<file path="config.mk">
export PLATFORM = sky130hd
export DESIGN_NAME = touch_average_and_calibrate_top
export DESIGN_NICKNAME = d
export VERILOG_FILES = /design/src/rtl/tac_pkg.sv /design/src/rtl/touch_average_and_calibrate_top.sv /design/src/rtl/tac_front.sv /design/src/rtl/tac_queue.sv /design/src/rtl/tac_div.sv /design/src/rtl/tac_back.sv
export SDC_FILE = /design/constraint.sdc
export NUM_CORES = 2
export LEC_CHECK = 0
export CORE_MARGIN = 4
export CORE_UTILIZATION = 50
export DETAILED_ROUTE_END_ITERATION = 10
export DONT_BUFFER_PORTS = 1
export PLACE_DENSITY = 0.69
export SLEW_MARGIN = 20
export SYNTH_ARGS = -nofsm -noshare
export SYNTH_HDL_FRONTEND = slang
export SYNTH_HIERARCHICAL = 1
export SYNTH_SLANG_ARGS = --single-unit
</file>
<file path="constraint.sdc">
create_clock -name aclk -period 7.58 [get_ports aclk]
set_clock_uncertainty 0.2 [all_clocks]
set_input_delay 0 -clock aclk [delete_from_list [all_inputs] [get_ports aclk]]
set_output_delay 0 -clock aclk [all_outputs]
set_load 0.02 [all_outputs]
</file>
<file path="src/rtl/tac_pkg.sv">
// Shared types, constants and register codes for the touch averaging and
// calibration block. No dependencies.
package tac_pkg;

    localparam int SAMPLES_DEF     = 5;
    localparam int QUEUE_DEPTH_DEF = 2;

    localparam int DIV_STEPS = 32;
    localparam int DIV_CNT_W = $clog2(DIV_STEPS + 1);

    localparam logic [15:0] CAL_X_LOW_RST     = 16'd0;
    localparam logic [15:0] CAL_X_HIGH_RST    = 16'd4095;
    localparam logic [15:0] CAL_Y_LOW_RST     = 16'd0;
    localparam logic [15:0] CAL_Y_HIGH_RST    = 16'd4095;
    localparam logic [15:0] SCREEN_X_MAX_RST  = 16'd239;
    localparam logic [15:0] SCREEN_Y_MAX_RST  = 16'd319;
    localparam logic [12:0] PRESS_FLOOR_RST   = 13'd100;
    localparam logic [12:0] PRESS_CEILING_RST = 13'd4000;

    typedef enum logic [2:0] {
        REG_CAL_X_LOW     = 3'd0,
        REG_CAL_X_HIGH    = 3'd1,
        REG_CAL_Y_LOW     = 3'd2,
        REG_CAL_Y_HIGH    = 3'd3,
        REG_SCREEN_X_MAX  = 3'd4,
        REG_SCREEN_Y_MAX  = 3'd5,
        REG_PRESS_FLOOR   = 3'd6,
        REG_PRESS_CEILING = 3'd7
    } cfg_idx_t;

    typedef struct packed {
        logic [15:0] word_x;
        logic [15:0] word_y;
    } in_item_t;

    typedef struct packed {
        logic [12:0] avg_x;
        logic [12:0] avg_y;
        logic        pressed;
        logic [15:0] screen_x;
        logic [15:0] screen_y;
    } out_item_t;

    typedef struct packed {
        logic [15:0] cal_x_low;
        logic [15:0] cal_x_high;
        logic [15:0] cal_y_low;
        logic [15:0] cal_y_high;
        logic [15:0] screen_x_max;
        logic [15:0] screen_y_max;
        logic [12:0] press_floor;
        logic [12:0] press_ceiling;
    } cfg_t;

    typedef struct packed {
        logic [15:0] sum_x;
        logic [15:0] sum_y;
    } grp_t;

    typedef struct packed {
        logic        start;
        logic [31:0] dividend;
        logic [15:0] divisor;
    } div_req_t;

    typedef struct packed {
        logic        busy;
        logic        done;
        logic [15:0] quotient;
    } div_rsp_t;

    typedef enum logic [3:0] {
        BK_IDLE,
        BK_PREP,
        BK_MUL_X,
        BK_GO_X,
        BK_DIV_X,
        BK_MUL_Y,
        BK_GO_Y,
        BK_DIV_Y,
        BK_EMIT
    } back_state_t;

endpackage

</file>
<file path="src/rtl/touch_average_and_calibrate_top.sv">
// Top level of the touch averaging and calibration block: configuration
// registers, front end, group queue and back end. Depends on tac_pkg and all tac_* modules.
//
// s_valid/s_ready/s_data carry one X and one Y converter word per transaction;
// the sample is bits 15..3 of each word. The front end takes one transaction
// per cycle while the group queue has room. After every SAMPLES input
// transactions one result leaves on m_valid/m_ready/m_data: both averages, the
// pressed flag and the mapped screen coordinates (zero when not pressed).
// cfg_valid/cfg_ready/cfg_index/cfg_data write the calibration registers;
// cfg_ready is always high. Write only while the block is idle.
// After the last transaction of a group, the back end pops the group, then forms
// the averages and the press check; when pressed, it makes two 32-step passes
// through the shared divider, and an axis with zero span skips its pass. The
// back end takes the next group from the queue only after it has passed the
// current result to the output register. Reset clears sums, counters, the queue
// and the output valid flag, and loads the default calibration. When the
// receiver stalls, the result holds in the output register, the back end waits
// with its next result, and the front end keeps accepting until the queue is
// full.
module touch_average_and_calibrate_top #(
    parameter int SAMPLES     = tac_pkg::SAMPLES_DEF,
    parameter int QUEUE_DEPTH = tac_pkg::QUEUE_DEPTH_DEF
) (
    input  logic               aclk,
    input  logic               aresetn,
    input  logic               s_valid,
    output logic               s_ready,
    input  tac_pkg::in_item_t  s_data,
    output logic               m_valid,
    input  logic               m_ready,
    output tac_pkg::out_item_t m_data,
    input  logic               cfg_valid,
    output logic               cfg_ready,
    input  logic [2:0]         cfg_index,
    input  logic [15:0]        cfg_data
);

    tac_pkg::cfg_t cfg_reg, cfg_next;
    tac_pkg::grp_t push_data, pop_data;
    logic          q_push, q_pop, q_full, q_empty;

    assign cfg_ready = 1'b1;

    always_comb begin
        cfg_next = cfg_reg;
        if (cfg_valid && cfg_ready) begin
            unique case (tac_pkg::cfg_idx_t'(cfg_index))
                tac_pkg::REG_CAL_X_LOW:     cfg_next.cal_x_low     = cfg_data;
                tac_pkg::REG_CAL_X_HIGH:    cfg_next.cal_x_high    = cfg_data;
                tac_pkg::REG_CAL_Y_LOW:     cfg_next.cal_y_low     = cfg_data;
                tac_pkg::REG_CAL_Y_HIGH:    cfg_next.cal_y_high    = cfg_data;
                tac_pkg::REG_SCREEN_X_MAX:  cfg_next.screen_x_max  = cfg_data;
                tac_pkg::REG_SCREEN_Y_MAX:  cfg_next.screen_y_max  = cfg_data;
                tac_pkg::REG_PRESS_FLOOR:   cfg_next.press_floor   = cfg_data[12:0];
                tac_pkg::REG_PRESS_CEILING: cfg_next.press_ceiling = cfg_data[12:0];
            endcase
        end
    end

    always_ff @(posedge aclk) begin
        if (!aresetn) begin
            cfg_reg.cal_x_low     <= tac_pkg::CAL_X_LOW_RST;
            cfg_reg.cal_x_high    <= tac_pkg::CAL_X_HIGH_RST;
            cfg_reg.cal_y_low     <= tac_pkg::CAL_Y_LOW_RST;
            cfg_reg.cal_y_high    <= tac_pkg::CAL_Y_HIGH_RST;
            cfg_reg.screen_x_max  <= tac_pkg::SCREEN_X_MAX_RST;
            cfg_reg.screen_y_max  <= tac_pkg::SCREEN_Y_MAX_RST;
            cfg_reg.press_floor   <= tac_pkg::PRESS_FLOOR_RST;
            cfg_reg.press_ceiling <= tac_pkg::PRESS_CEILING_RST;
        end else begin
            cfg_reg <= cfg_next;
        end
    end

    tac_front #(
        .SAMPLES (SAMPLES)
    ) u_front (
        .aclk    (aclk),
        .aresetn (aresetn),
        .s_valid (s_valid),
        .s_ready (s_ready),
        .s_data  (s_data),
        .q_full  (q_full),
        .q_push  (q_push),
        .q_data  (push_data)
    );

    tac_queue #(
        .DEPTH (QUEUE_DEPTH)
    ) u_queue (
        .aclk      (aclk),
        .aresetn   (aresetn),
        .push      (q_push),
        .push_data (push_data),
        .full      (q_full),
        .pop       (q_pop),
        .pop_data  (pop_data),
        .empty     (q_empty)
    );

    tac_back #(
        .SAMPLES (SAMPLES)
    ) u_back (
        .aclk    (aclk),
        .aresetn (aresetn),
        .cfg     (cfg_reg),
        .q_empty (q_empty),
        .q_data  (pop_data),
        .q_pop   (q_pop),
        .m_valid (m_valid),
        .m_ready (m_ready),
        .m_data  (m_data)
    );

endmodule

</file>
<file path="src/rtl/tac_front.sv">
// Front end: accepts input transactions and accumulates per-axis sums.
// Pushes a finished group to the queue. Depends on tac_pkg.
module tac_front #(
    parameter int SAMPLES = tac_pkg::SAMPLES_DEF
) (
    input  logic             aclk,
    input  logic             aresetn,
    input  logic             s_valid,
    output logic             s_ready,
    input  tac_pkg::in_item_t s_data,
    input  logic             q_full,
    output logic             q_push,
    output tac_pkg::grp_t    q_data
);

    localparam int CNT_W = $clog2(SAMPLES + 1);

    logic [CNT_W-1:0] cnt_reg, cnt_next;
    logic [15:0]      sum_x_reg, sum_x_next;
    logic [15:0]      sum_y_reg, sum_y_next;
    logic [15:0]      add_x, add_y;
    logic             accept, last;

    assign s_ready = !q_full;
    assign accept  = s_valid && s_ready;
    assign last    = (cnt_reg == CNT_W'(SAMPLES - 1));
    assign add_x   = sum_x_reg + {3'b000, s_data.word_x[15:3]};
    assign add_y   = sum_y_reg + {3'b000, s_data.word_y[15:3]};

    assign q_push       = accept && last;
    assign q_data.sum_x = add_x;
    assign q_data.sum_y = add_y;

    always_comb begin
        cnt_next   = cnt_reg;
        sum_x_next = sum_x_reg;
        sum_y_next = sum_y_reg;
        if (accept) begin
            if (last) begin
                cnt_next   = '0;
                sum_x_next = '0;
                sum_y_next = '0;
            end else begin
                cnt_next   = cnt_reg + 1'b1;
                sum_x_next = add_x;
                sum_y_next = add_y;
            end
        end
    end

    always_ff @(posedge aclk) begin
        if (!aresetn) begin
            cnt_reg   <= '0;
            sum_x_reg <= '0;
            sum_y_reg <= '0;
        end else begin
            cnt_reg   <= cnt_next;
            sum_x_reg <= sum_x_next;
            sum_y_reg <= sum_y_next;
        end
    end

endmodule

</file>
<file path="src/rtl/tac_queue.sv">
// Short FIFO of finished sum groups between front and back end.
// Depends on tac_pkg.
module tac_queue #(
    parameter int DEPTH = tac_pkg::QUEUE_DEPTH_DEF
) (
    input  logic          aclk,
    input  logic          aresetn,
    input  logic          push,
    input  tac_pkg::grp_t push_data,
    output logic          full,
    input  logic          pop,
    output tac_pkg::grp_t pop_data,
    output logic          empty
);

    localparam int PTR_W = (DEPTH > 1) ? $clog2(DEPTH) : 1;
    localparam int CNT_W = $clog2(DEPTH + 1);

    tac_pkg::grp_t    mem [DEPTH];
    tac_pkg::grp_t    head_reg;
    logic [PTR_W-1:0] wr_ptr_reg, wr_ptr_next;
    logic [PTR_W-1:0] rd_ptr_reg, rd_ptr_next;
    logic [CNT_W-1:0] cnt_reg, cnt_next;

    assign full     = (cnt_reg == CNT_W'(DEPTH));
    assign empty    = (cnt_reg == '0);
    assign pop_data = head_reg;

    always_comb begin
        wr_ptr_next = wr_ptr_reg;
        rd_ptr_next = rd_ptr_reg;
        cnt_next    = cnt_reg;
        if (push) begin
            wr_ptr_next = (wr_ptr_reg == PTR_W'(DEPTH - 1)) ? '0 : wr_ptr_reg + 1'b1;
        end
        if (pop) begin
            rd_ptr_next = (rd_ptr_reg == PTR_W'(DEPTH - 1)) ? '0 : rd_ptr_reg + 1'b1;
        end
        if (push && !pop) begin
            cnt_next = cnt_reg + 1'b1;
        end else if (pop && !push) begin
            cnt_next = cnt_reg - 1'b1;
        end
    end

    // head entry registered; bypass when the write lands on the next head
    always_ff @(posedge aclk) begin
        if (push) begin
            mem[wr_ptr_reg] <= push_data;
        end
        if (push && (wr_ptr_reg == rd_ptr_next)) begin
            head_reg <= push_data;
        end else begin
            head_reg <= mem[rd_ptr_next];
        end
    end

    always_ff @(posedge aclk) begin
        if (!aresetn) begin
            wr_ptr_reg <= '0;
            rd_ptr_reg <= '0;
            cnt_reg    <= '0;
        end else begin
            wr_ptr_reg <= wr_ptr_next;
            rd_ptr_reg <= rd_ptr_next;
            cnt_reg    <= cnt_next;
        end
    end

endmodule

</file>
<file path="src/rtl/tac_div.sv">
// Shared restoring divider, one quotient bit per cycle, 32 steps.
// Depends on tac_pkg.
module tac_div (
    input  logic              aclk,
    input  logic              aresetn,
    input  tac_pkg::div_req_t req,
    output tac_pkg::div_rsp_t rsp
);

    logic                          busy_reg, busy_next;
    logic                          done_reg, done_next;
    logic [tac_pkg::DIV_CNT_W-1:0] cnt_reg, cnt_next;
    logic [15:0]                   rem_reg, rem_next;
    logic [31:0]                   quo_reg, quo_next;
    logic [15:0]                   dsr_reg, dsr_next;
    logic [16:0]                   part, diff;

    assign part = {rem_reg, quo_reg[31]};
    assign diff = part - {1'b0, dsr_reg};

    assign rsp.busy     = busy_reg;
    assign rsp.done     = done_reg;
    assign rsp.quotient = quo_reg[15:0];

    always_comb begin
        busy_next = busy_reg;
        done_next = 1'b0;
        cnt_next  = cnt_reg;
        rem_next  = rem_reg;
        quo_next  = quo_reg;
        dsr_next  = dsr_reg;
        if (req.start) begin
            busy_next = 1'b1;
            rem_next  = '0;
            dsr_next  = req.divisor;
            quo_next  = req.dividend;
            cnt_next  = tac_pkg::DIV_CNT_W'(tac_pkg::DIV_STEPS);
        end else if (busy_reg) begin
            cnt_next = cnt_reg - 1'b1;
            if (!diff[16]) begin
                rem_next = diff[15:0];
                quo_next = {quo_reg[30:0], 1'b1};
            end else begin
                rem_next = part[15:0];
                quo_next = {quo_reg[30:0], 1'b0};
            end
            if (cnt_reg == tac_pkg::DIV_CNT_W'(1)) begin
                busy_next = 1'b0;
                done_next = 1'b1;
            end
        end
    end

    always_ff @(posedge aclk) begin
        if (!aresetn) begin
            busy_reg <= 1'b0;
            done_reg <= 1'b0;
            cnt_reg  <= '0;
        end else begin
            busy_reg <= busy_next;
            done_reg <= done_next;
            cnt_reg  <= cnt_next;
        end
    end

    always_ff @(posedge aclk) begin
        rem_reg <= rem_next;
        quo_reg <= quo_next;
        dsr_reg <= dsr_next;
    end

endmodule

</file>
<file path="src/rtl/tac_back.sv">
// Back end: averages by reciprocal multiply, press check, clamp and linear scaling
// of one group. Sequencer around tac_div and two 16x16 multiplies. Depends on tac_pkg, tac_div.
module tac_back #(
    parameter int SAMPLES = tac_pkg::SAMPLES_DEF
) (
    input  logic               aclk,
    input  logic               aresetn,
    input  tac_pkg::cfg_t      cfg,
    input  logic               q_empty,
    input  tac_pkg::grp_t      q_data,
    output logic               q_pop,
    output logic               m_valid,
    input  logic               m_ready,
    output tac_pkg::out_item_t m_data
);

    // sum / SAMPLES exact while sum * AVG_RECIP fits in 32 bits, which holds for 5 samples of 13 bits
    localparam int          AVG_SHIFT = 19;
    localparam logic [19:0] AVG_RECIP = 20'(((1 << AVG_SHIFT) + SAMPLES - 1) / SAMPLES);

    typedef struct packed {
        logic [15:0] num;
        logic [15:0] span;
    } axis_t;

    function automatic axis_t prep_axis(logic [15:0] v, logic [15:0] from,
                                        logic [15:0] to);
        axis_t       r;
        logic [15:0] c;
        if (from < to) begin
            c      = (v < from) ? from : ((v > to) ? to : v);
            r.num  = c - from;
            r.span = to - from;
        end else begin
            c      = (v > from) ? from : ((v < to) ? to : v);
            r.num  = from - c;
            r.span = from - to;
        end
        return r;
    endfunction

    tac_pkg::back_state_t state_reg, state_next;
    tac_pkg::div_req_t    div_req;
    tac_pkg::div_rsp_t    div_rsp;
    tac_pkg::out_item_t   m_data_reg, m_data_next;
    logic                 m_valid_reg, m_valid_next;
    logic [31:0]          avg_px, avg_py;
    logic [12:0]          avg_x_reg, avg_x_next;
    logic [12:0]          avg_y_reg, avg_y_next;
    logic                 pressed_reg, pressed_next;
    axis_t                ax_reg, ax_next;
    axis_t                ay_reg, ay_next;
    logic [31:0]          prod_reg, prod_next;
    logic [15:0]          scr_x_reg, scr_x_next;
    logic [15:0]          scr_y_reg, scr_y_next;

    tac_div u_div (
        .aclk    (aclk),
        .aresetn (aresetn),
        .req     (div_req),
        .rsp     (div_rsp)
    );

    assign m_valid = m_valid_reg;
    assign m_data  = m_data_reg;

    assign avg_px = 32'(q_data.sum_x) * 32'(AVG_RECIP);
    assign avg_py = 32'(q_data.sum_y) * 32'(AVG_RECIP);

    always_comb begin
        state_next       = state_reg;
        q_pop            = 1'b0;
        div_req.start    = 1'b0;
        div_req.dividend = prod_reg;
        div_req.divisor  = ax_reg.span;
        avg_x_next       = avg_x_reg;
        avg_y_next       = avg_y_reg;
        pressed_next     = pressed_reg;
        ax_next          = ax_reg;
        ay_next          = ay_reg;
        prod_next        = prod_reg;
        scr_x_next       = scr_x_reg;
        scr_y_next       = scr_y_reg;
        m_valid_next     = m_valid_reg && !m_ready;
        m_data_next      = m_data_reg;
        unique case (state_reg)
            tac_pkg::BK_IDLE: begin
                if (!q_empty) begin
                    q_pop      = 1'b1;
                    avg_x_next = avg_px[AVG_SHIFT +: 13];
                    avg_y_next = avg_py[AVG_SHIFT +: 13];
                    state_next = tac_pkg::BK_PREP;
                end
            end
            tac_pkg::BK_PREP: begin
                pressed_next = (avg_x_reg >= cfg.press_floor) &&
                               (avg_x_reg <= cfg.press_ceiling) &&
                               (avg_y_reg >= cfg.press_floor) &&
                               (avg_y_reg <= cfg.press_ceiling);
                ax_next      = prep_axis({3'b000, avg_x_reg}, cfg.cal_x_high, cfg.cal_x_low);
                ay_next      = prep_axis({3'b000, avg_y_reg}, cfg.cal_y_low, cfg.cal_y_high);
                scr_x_next   = '0;
                scr_y_next   = '0;
                state_next   = pressed_next ? tac_pkg::BK_MUL_X : tac_pkg::BK_EMIT;
            end
            tac_pkg::BK_MUL_X: begin
                prod_next  = {16'h0000, ax_reg.num} * {16'h0000, cfg.screen_x_max};
                state_next = (ax_reg.span != '0) ? tac_pkg::BK_GO_X : tac_pkg::BK_MUL_Y;
            end
            tac_pkg::BK_GO_X: begin
                div_req.start = 1'b1;
                state_next    = tac_pkg::BK_DIV_X;
            end
            tac_pkg::BK_DIV_X: begin
                if (div_rsp.done) begin
                    scr_x_next = div_rsp.quotient;
                    state_next = tac_pkg::BK_MUL_Y;
                end
            end
            tac_pkg::BK_MUL_Y: begin
                prod_next  = {16'h0000, ay_reg.num} * {16'h0000, cfg.screen_y_max};
                state_next = (ay_reg.span != '0) ? tac_pkg::BK_GO_Y : tac_pkg::BK_EMIT;
            end
            tac_pkg::BK_GO_Y: begin
                div_req.start   = 1'b1;
                div_req.divisor = ay_reg.span;
                state_next      = tac_pkg::BK_DIV_Y;
            end
            tac_pkg::BK_DIV_Y: begin
                if (div_rsp.done) begin
                    scr_y_next = div_rsp.quotient;
                    state_next = tac_pkg::BK_EMIT;
                end
            end
            tac_pkg::BK_EMIT: begin
                if (!m_valid_reg || m_ready) begin
                    m_valid_next         = 1'b1;
                    m_data_next.avg_x    = avg_x_reg;
                    m_data_next.avg_y    = avg_y_reg;
                    m_data_next.pressed  = pressed_reg;
                    m_data_next.screen_x = scr_x_reg;
                    m_data_next.screen_y = scr_y_reg;
                    state_next           = tac_pkg::BK_IDLE;
                end
            end
            default: begin
                state_next = tac_pkg::BK_IDLE;
            end
        endcase
    end

    always_ff @(posedge aclk) begin
        if (!aresetn) begin
            state_reg   <= tac_pkg::BK_IDLE;
            m_valid_reg <= 1'b0;
        end else begin
            state_reg   <= state_next;
            m_valid_reg <= m_valid_next;
        end
    end

    always_ff @(posedge aclk) begin
        avg_x_reg   <= avg_x_next;
        avg_y_reg   <= avg_y_next;
        pressed_reg <= pressed_next;
        ax_reg      <= ax_next;
        ay_reg      <= ay_next;
        prod_reg    <= prod_next;
        scr_x_reg   <= scr_x_next;
        scr_y_reg   <= scr_y_next;
        m_data_reg  <= m_data_next;
    end

`ifndef SYNTHESIS
    a_unpressed_zero: assert property (@(posedge aclk) disable iff (!aresetn)
        (m_valid_reg && !m_data_reg.pressed) |->
        (m_data_reg.screen_x == 16'h0000 && m_data_reg.screen_y == 16'h0000))
        else $error("unpressed result carries nonzero screen coordinates");
    a_pop_nonempty: assert property (@(posedge aclk) disable iff (!aresetn)
        q_pop |-> !q_empty)
        else $error("queue popped while empty");
    a_div_start_idle: assert property (@(posedge aclk) disable iff (!aresetn)
        div_req.start |-> !div_rsp.busy)
        else $error("divider started while busy");
    a_div_nonzero: assert property (@(posedge aclk) disable iff (!aresetn)
        div_req.start |-> (div_req.divisor != 16'h0000))
        else $error("divider started with zero divisor");
`endif

endmodule
</file>
Yosys cells after proc, flatten, opt, wreduce, memory -nomap -nowiden
Memories as Yosys holds them, arrays and structs flattened. A register that Yosys moved wholly into a read port is not among the register bits. Index checks and enable logic that the tools add are counted.

$mul: 4. $lt $le $gt $ge: 14. Eq/ne operators: 22. Bitwise operators: 3. Reduce and logical (&&, ||, !) cells: 40. Add/subtract/negate cells: 17. Mux-type cells: 48.

Operator list (number): two-way mux 16 bit (13); two-way mux 32 bit (4); subtractor 16 bit (8); greater-than comparator 13 x 16 -> 1 bit (4); less-than comparator 13 x 16 -> 1 bit (4); multiplier 16 x 16 -> 32 bit (2); one-hot mux 16 bit (2 select lines) (2); one-hot mux 32 bit (2 select lines) (1); multiplier 16 x 16 -> 31 bit, second input constant (2); one-hot mux 4 bit (9 select lines) (1); adder 16 x 13 -> 16 bit (2); less-than comparator 16 bit (2); nonzero test 16 bit (2); greater-or-equal comparator 13 bit (2); <= comparator 13 bit (2); two-way mux 4 bit (6); AND reduction 2 bit (12); subtractor 17 x 16 -> 17 bit (1); equality test 4 x 3 -> 1 bit, second input constant (4); equality test 3 bit, second input constant (5); two-way mux 1 bit (15); two-way mux 6 bit (2); nonzero test 2 bit (5); equality test 4 x 2 -> 1 bit, second input constant (2); other kinds (25) (45).

Word-level logic and storage cells: 187. RAM bits: 64. Output and inout port bits: 62. Memories kept: 1. Bits in registers: 452.

Memory list: u_queue.mem (depth 2, width 32, read ports 1, clocked after Yosys merged registers in 1, write ports 1, RTL line tac_queue.sv:19) `tac_pkg::grp_t mem [DEPTH];`.

Longest topological paths before layout
Word-level depth: 8. Mapped depth: 25.

Hierarchy
The synthesis kept the hierarchy.

Modules (own cells, without submodules): tac_back (times used 1, area each 41996.5 um^2, sequential area each 6526.3 um^2, cells each 4480); touch_average_and_calibrate_top (times used 1, area each 4633.2 um^2, sequential area each 2442.3 um^2, cells each 437); tac_div (times used 1, area each 3907.5 um^2, sequential area each 1921.8 um^2, cells each 359); tac_front (times used 1, area each 2570.0 um^2, sequential area each 700.7 um^2, cells each 303); tac_queue (times used 1, area each 2522.4 um^2, sequential area each 2021.9 um^2, cells each 121).

Worst setup path before layout
Ideal clock, no wire load.

Path type: reg-to-reg. Start: register cfg_reg[43] (netlist bit). End: register u_back.prod_reg[22], data pin. Cell stages (with the launch flop): 22. Path slack: 1.110 ns. Data arrival time: 5.999 ns. Data required time: 7.109 ns. Period minus slack after synthesis: 6.470 ns. Cell sequence: dfxtp_1 -> clkbuf_1 -> nand2_1 -> fa_1 -> fa_1 -> fa_1 -> inv_1 -> fa_1 -> fa_1 -> inv_1 -> fa_1 -> inv_1 -> ha_1 -> a21o_1 -> a31o_2 -> a21oi_2 -> o22ai_2 -> o41a_4 -> o41ai_4 -> nor2_2 -> a2111oi_4 -> o22ai_1.

Longest elaborated chain between the ends: 2.

Ends and longest elaborated chain: from (decl) (RTL line touch_average_and_calibrate_top.sv:38) `tac_pkg::cfg_t cfg_reg, cfg_next;`; from (signal assigned) (RTL line touch_average_and_calibrate_top.sv:71) `cfg_reg <= cfg_next;`; multiplier 16 x 16 -> 32 bit (RTL line tac_back.sv:107) `prod_next = {16'h0000, ax_reg.num} * {16'h0000, cfg.screen_x_max};`; one-hot mux 32 bit (2 select lines) (RTL line tac_back.sv:86) `unique case (state_reg)`; named net u_back.prod_next[22] (RTL line tac_back.sv:53) `logic [31:0] prod_reg, prod_next;`; to (signal assigned) (RTL line tac_back.sv:168) `prod_reg <= prod_next;`; to (decl) (RTL line tac_back.sv:53).

The timed path passes the listed nets, and every way through them passes these cells. A chain may end at the register's enable or synchronous reset.

==> flow_summary.ini <==
[critical_path]
arrival_ns = 7.32
required_ns = 7.78
critPathKind = flop to flop
start_kind = flop
cp_max_fo = 16
r2r_setup_slack_ns = 0.46
end_kind = flop

[floorplanning]
num_rows = 122
io_pins = 118
initial_core_util = 0.503
fp.dieW_um = 342
coreArea_um2 = 111000
die_y_um = 342
fp.dieArea_um2 = 117000

[detailed_routing]
first_pass_iters = 7
wl_per_cell_um = 19.5
ant_nets = 0
num_vias = 40300
via_per_inst = 5.55
drcViolationCount = 0
wl_mm = 141
drt_iter0_drc = 2812

[timing]
max_freq_mhz = 140
max_slew.worst_pin.slew_ns = 1.24
period_needed_ns = 7.12
slew_headroom = 0.169
setup_viol = 0
maxSlewViolCount = 0
rsz0062_at_grt = no
tns_ns = 0
finalCritPeriodShare = 0.939
final_hold_viol_count = 0

[clock_network]
cts.path.max_buffers = 3
clk_pin_slew_ns = 0.07
htree_levels = 2
clkSinkCount = 517
clk_latency_ns = 0.66
cts_buffers = 57
post-cts-setup-buffer-count = 0
cts_tree = built
root_buffer = clkbuf_16

[finish]
final_common_cell = inv_1
fin_nets = 7052
largest_register_ffs = 122
final_cell_mix = inv_1 (900), ha_1 (731), nand2_1 (580)
layout-drive-gt1-share = 0.0525
fillCellCount = 9853
syn_to_final_growth_pct = 7.86

[place]
gp_congestion = 0.921
port_buffers = 0
dpl.hpwl_mm = 110

[flow_run]
max_cap_violations = 0

[run_status]
status = complete, no violations

[global_routing]
globalRouteTotalUtil = 0.243
grt_pass1_wl_mm = 225
antenna_found_initial = 9
grt_max_degree = 179
grt_pass1_vias = 41200
grt_overflow = 0

[synthesis]
yosys_warnings = 6
synth_fp_nets = 7047
synth_cells = 5699
synth_area_um2 = 55600
synth.avg_cell_area_um2 = 9.76

[hold_path]
hp-class = input pin to flop
-- per-layer routing --
metal  routed length, um  GRT usage
met2               68600      0.418
met4                4520     0.0745
met1               59500      0.314
met5                  27          0
met3                8490     0.0395
-- what timing repair did --
action / in CTS / in global routing
hold buffers: 81 / 0
resized for setup: 0 / 0
endpoints found under the setup margin: 0 / 0
hold endpoints to repair: 271 / 0
-- cell type report --
cell class / instances / area, um2 / share of cell area
Antenna cell: 9 / 22.5 / 0.000375
Clock buffer: 77 / 1670 / 0.0278
Clock inverter: 31 / 305 / 0.00509
Inverter: 901 / 3380 / 0.0564
Multi-Input combinational cell: 4080 / 37800 / 0.630
Sequential cell: 517 / 13600 / 0.227
Tap cell: 1488 / 1860 / 0.0310
Timing Repair Buffer: 147 / 1330 / 0.0222
-- worst max-delay path: stages, from the launching register on --
cell and delay (ns):
dfxtp_1 0.33, buf_4 0.26, mux2_2 0.45, ha_1 0.41, ha_1 0.31, ha_1 0.28, inv_1 0.06, fa_1 0.54
inv_1 0.05, fa_1 0.49, inv_1 0.05, fa_1 0.47, inv_1 0.04, ha_1 0.29, a2111oi_0 0.93, o21ai_0 0.24
a211oi_1 0.28, nor4_1 0.17, o21ai_0 0.19, o2111ai_1 0.22, o31a_1 0.33, a21oi_1 0.18, xnor2_1 0.08
-- through the flow --
| step | instance area (um2) | worst slack, ns | hold WS [ns] | std cells | util |
|---|---|---|---|---|---|
| global route | 60000 | 0.250 | 0.0303 | 7243 | 0.543 |
| detailed placement | 57200 | 0.542 | -0.00695 | 7052 | 0.517 |
| floorplan | 55600 | 1.11 | -0.0825 | 5699 | - |
| global placement | 57200 | 0.636 | -0.0172 | 7052 | 0.517 |
| finish | 60000 | 0.459 | 0.0464 | 7250 | 0.543 |
| CTS | 60000 | 0.492 | 0.000551 | 7241 | 0.543 |
-- worst paths after layout --
check / from / endpoint / cells after the start
setup / recovery: flop / u_back/avg_y_reg[12] / 22
hold / removal: cfg_index[0] / cfg_reg[20] / 2
setup reg to reg: flop / u_back/avg_y_reg[12] / 22
hold reg to reg: u_back/scr_x_reg[14] / u_back/m_data[30] / 0
Power is left out: the tool's default activity adds up to more than one toggle a clock period on the data nets, which glitch-free logic cannot reach.
